<file path="src/sv/cdb_pkg.sv">
// Package of the display buffer controller: opcodes, constants, the queue entry type and the state type.
// No dependencies.
package cdb_pkg;
    localparam int COLUMNS = 80;
    localparam int ROWS = 12;
    localparam int GLYPH_SLICES = 5;
    localparam int GLYPH_COUNT = 128;
    typedef enum logic [3:0] {
        OP_WRITE = 4'd0, OP_SETX = 4'd1, OP_SETY = 4'd2, OP_INCX = 4'd3,
        OP_ERASELINE = 4'd4, OP_ERASEFRAME = 4'd5, OP_SCROLLUP = 4'd6,
        OP_SCROLLDOWN = 4'd7, OP_CURSORON = 4'd8, OP_GLYPHSEL = 4'd9,
        OP_GLYPHLOAD = 4'd10, OP_READ = 4'd11, OP_CLRDIRTY = 4'd12
    } t_op;
    localparam logic [7:0] BLANK = 8'h20;
    localparam logic [6:0] SLICE_MASK = 7'h7F;
    typedef struct packed {
        logic [3:0] opcode;
        logic [7:0] value;
        logic [6:0] read_col;
        logic [3:0] read_row;
        logic [2:0] read_slice;
    } t_cmd;
    typedef enum logic [2:0] {
        S_IDLE, S_CLEAR, S_DISPATCH, S_SWEEP_RD, S_SWEEP_WR, S_READ_CELL,
        S_READ_GLYPH, S_DONE
    } t_state;
endpackage

</file>
<file path="src/sv/cdb_front.sv">
// Front end: accepts requests into a two-entry queue.
// Depends on cdb_pkg.
module cdb_front (
    input  logic          i_clk,
    input  logic          i_rst_n,
    input  logic          i_valid,
    output logic          o_stall,
    input  cdb_pkg::t_cmd i_cmd,
    output logic          o_valid,
    input  logic          i_pop,
    output cdb_pkg::t_cmd o_cmd
);
    import cdb_pkg::*;
    t_cmd r_q [2];
    logic r_wp, r_rp;
    logic [1:0] r_cnt;
    logic push;
    assign o_stall = (r_cnt == 2'd2);
    assign push = i_valid && !o_stall;
    assign o_valid = (r_cnt != 2'd0);
    assign o_cmd = r_q[r_rp];
    always_ff @(posedge i_clk) begin
        if (push) begin
            r_q[r_wp] <= i_cmd;
        end
        if (!i_rst_n) begin
            r_wp <= 1'b0;
            r_rp <= 1'b0;
            r_cnt <= 2'd0;
        end else begin
            if (push) begin
                r_wp <= ~r_wp;
            end
            if (i_pop) begin
                r_rp <= ~r_rp;
            end
            r_cnt <= r_cnt + {1'b0, push} - {1'b0, i_pop};
        end
    end
endmodule

</file>
<file path="config.mk">
export PLATFORM = sky130hd
export DESIGN_NAME = cdb_front
export DESIGN_NICKNAME = d
export VERILOG_FILES = /design/src/sv/cdb_pkg.sv /design/src/sv/cdb_front.sv
export SDC_FILE = /design/constraint.sdc
export NUM_CORES = 1
export LEC_CHECK = 0
export ABC_AREA = 0
export BUFFER_PORTS_ARGS = -buffer_cell sky130_fd_sc_hd__buf_2
export CORE_AREA = 3 3 70 72
export CTS_BUF_LIST = sky130_fd_sc_hd__clkbuf_16
export CTS_CLUSTER_DIAMETER = 200
export DETAILED_ROUTE_END_ITERATION = 16
export DIE_AREA = 0 0 73 75
export PLACE_DENSITY = 0.78
export SYNTH_ARGS = -nofsm -noshare
export SYNTH_HDL_FRONTEND = slang
export SYNTH_SLANG_ARGS = --single-unit
</file>
<file path="constraint.sdc">
create_clock -name i_clk -period 2.4 [get_ports i_clk]
set_input_delay 0.48 -clock i_clk [delete_from_list [all_inputs] [get_ports i_clk]]
set_output_delay 0.48 -clock i_clk [all_outputs]
set_load 0.02 [all_outputs]
</file>
==> impl_metrics.csv <==
group,metric,value,unit
setup_path,slowest_stage,"sky130_fd_sc_hd__dfxtp_2",
cts,library_cell_used_as_clock_root_buffer,"sky130_fd_sc_hd__clkbuf_16",
route,dr.pass1.iters,3,
sta,relSlewSlack,74.86,%
cells_and_area,layout-drive-gt1-share,57.54,%
synth,synthMostInstantiatedCell,"sky130_fd_sc_hd__edfxtp_1",
sta,finalSetupTns,0,ns
place,dp_hpwl,2462,um
setup_path,crit_path_end_kind,"output pin",
floorplan,dieArea,0.005475,mm2
cells_and_area,layout_utilization,65.57,%
setup_path,cp_max_fo,15,
setup_path,critical_path.cell_chain,"buf_12 > mux2_2 > buf_2",
route,vias_per_cell,4.831,
worst_hold_path,timing.hold.worst.class,"input port to flip-flop",
global_route,grt_usage,14.23,%
route,num_vias,1116,
synth,proportion_of_netlist_area_held_by_the_largest_area_contributor,70.75,%
synth,seq_area_frac_synth,75.28,%
cells_and_area,fin_nets,206,
power_and_ir_drop,total_switching_power,0.7670,mW
route,ant_nets,0,
sta,final_critical_path_setup_slack,0.3243,ns
cts,cts_resized,0,
place,port-buffer-count,57,
sta,timing.final.crit_share,86.49,%
cells_and_area,antenna_cells,0,
synth,synth_top_area_cell,"sky130_fd_sc_hd__edfxtp_1",
cts,clock_latency,0.32,ns
synth,synth_enable_flop_cells,52,
sta,finalMaxSlewViolations,0,
floorplan,starting_utilization_of_the_core_area,50.69,%
floorplan,placeableCoreArea,0.004354,mm2
run,max_cap_viol_count,0,
route,remaining_drc_errors,0,
synth,mean_cell_area_of_the_mapped_netlist,20.82,um2
setup_path,worst_path_largest_cell_delay,0.56,ns
synth,yosys_register_bits,57,
sta,final-setup-viol-count,0,
setup_path,cpLargestDelayFamily,"flip-flops",
sta,finalCriticalPeriod,2.076,ns
status,outcome,"complete, no violations",
synth,synth_cell_type_count,17,
synth,netlist_area,0.002207,mm2
power_and_ir_drop,total_power,3.169,mW
synth,synthTopCellsByArea,"sky130_fd_sc_hd__edfxtp_1, sky130_fd_sc_hd__mux2_4, sky130_fd_sc_hd__dfxtp_1",
power_and_ir_drop,pwr-share-clk,40.8,%
floorplan,chipWidth,73,um
synth,netlist_top_cells_count,"sky130_fd_sc_hd__edfxtp_1, sky130_fd_sc_hd__mux2_4, sky130_fd_sc_hd__mux2_2, sky130_fd_sc_hd__dfxtp_1, sky130_fd_sc_hd__nor2_1",
route,drt_first_iter_violations,56,
power_and_ir_drop,p_int,2.402,mW
cts,h-tree-depth,3,
place,gp_congestion,0.7179,
setup_path,crit_arrival,1.60,ns
cts,cts_tree,"yes",
sta,maxClockFrequency,0.4818,GHz
synth,synth-main-ff-cell,"sky130_fd_sc_hd__edfxtp_1",
cts,postCtsSetupRepairBufs,0,
floorplan,fp-row-count,24,
place,place_worst_setup_slack,0.6455,ns
setup_path,worst-setup-path-type,"flip-flop to output pin",
cts,ctsLongestPathBuffers,2,
synth,synth.net_count,138,
setup_path,cp.buffers_inverters,2,
setup_path,worstSetupStartpointType,"flip-flop",
power_and_ir_drop,share_of_total_power_in_sequential_cells,41.5,%
floorplan,die_h,75,um
global_route,overflow,0,
cts,cts_buffers,9,
sta,final_hold_viol_count,0,
synth,yosys_warnings,0,
synth,synth-async-reset-ratio,0,%
route,wl_per_cell,15.35,um
sta,finalClockSkew,0.006290,ns
cts,clock_pin_slew_worst_setup_and_hold_paths,0.05,ns
cts,clock_sinks,57,
cells_and_area,synthToLayoutAreaGrowth,29.37,%
power_and_ir_drop,power.share.combinational,17.8,%
sta,rsz_0062_raised_after_global_routing,"false",
global_route,antenna_found_initial,0,
cts,hold_buffers,0,
power_and_ir_drop,power.share.switching,24.20,%
global_route,first_global_vias,1155,
floorplan,pin_count,58,
power_and_ir_drop,power_density,1110,mW/mm2
sta,worst_slew_pin_slew,0.3771,ns
synth,syn_inst,106,
global_route,grt_pass1_wl,5382,um
route,routed_wirelength,3546,um
power_and_ir_drop,power.static_leakage,1.177,nW
global_route,grt_start_max_net_pins,27,
setup_path,worst-endpoint-required,1.92,ns
power_and_ir_drop,irDropWorstVdd,0.6132,mV
[power by group through the flow]
stage               Clock (mW)  Combinational (mW)  Sequential (mW)
floorplan                    0               0.418             1.31
global placement             0               0.559             1.32
detailed placement           0               0.574             1.33
CTS                       1.32               0.576             1.32
global route              1.38               0.607             1.33
finish                    1.29               0.563             1.31
[final timing paths]
kind	from	to	slack [ns]	cells after the start
setup / recovery	flip-flop	o_cmd[2]	0.32	3
hold reg to reg	r_rp	r_rp	0.51	2
hold / removal	i_cmd[22]	r_q[1][22]	0.35	1
setup reg to reg	r_cnt[0]	r_cnt[1]	0.80	8
[area by class of cell]
cell class / count / area (um2)
Multi-Input combinational cell: 43 / 485.5
Tap cell: 52 / 65.06
Clock inverter: 7 / 85.08
Timing Repair Buffer: 60 / 320.3
Clock buffer: 9 / 225.2
Inverter: 3 / 11.26
Sequential cell: 57 / 1663
Fill cell: 290 / 1499
[cell usage in the layout, fill, tap and decap left out, drive strengths merged]
master / synthesis / layout
buf: 3 / 60
or2: 1 / 1
mux2: 26 / 26
inv: 3 / 3
mux2i: 1 / 1
dfxtp: 5 / 5
clkinv: 0 / 4
and2: 1 / 1
bufinv: 0 / 2
and3: 1 / 1
xor2: 1 / 1
nand2: 2 / 2
ha: 2 / 2
edfxtp: 52 / 52
xnor2: 2 / 2
nand2b: 2 / 2
nor2: 4 / 4
clkbuf: 0 / 9
clkinvlp: 0 / 1
[registers in the layout, indices dropped and copies added (netlist names), named ones only]
signal / flops
r_q: 52
r_wp: 1
r_rp: 1
r_cnt: 2
[kinds of logic (layout without fill, tap and decap cells)]
logic type,after synthesis,count (layout),share of synthesized area (%)
adders and majority gates,2,2,1.134
buffers and inverters,6,79,2.834
muxes,27,27,17.12
and+or+nand+nor,11,11,2.438
xor gates and xnor gates,3,3,1.191
DFF,57,57,75.28
[routing by layer]
layer,wire length [um],global-route usage [%],up-vias
met3,271,6.943,8
met5,0,0,-
li1,-,-,538
met4,72,8.607,0
met2,1847,23.73,41
met1,1354,14.39,529
[through the flow]
stage,instances,hold WS [ns],cell area [um2]
4_1_cts,231,0.3381,2855
3_5_place_dp,215,0.5015,2545
2_1_floorplan,106,0.4549,2207
6_report,231,0.3521,2855
5_1_grt,231,0.3371,2855
3_3_place_gp,215,0.4781,2545
(Power assumes the default switching activity.)
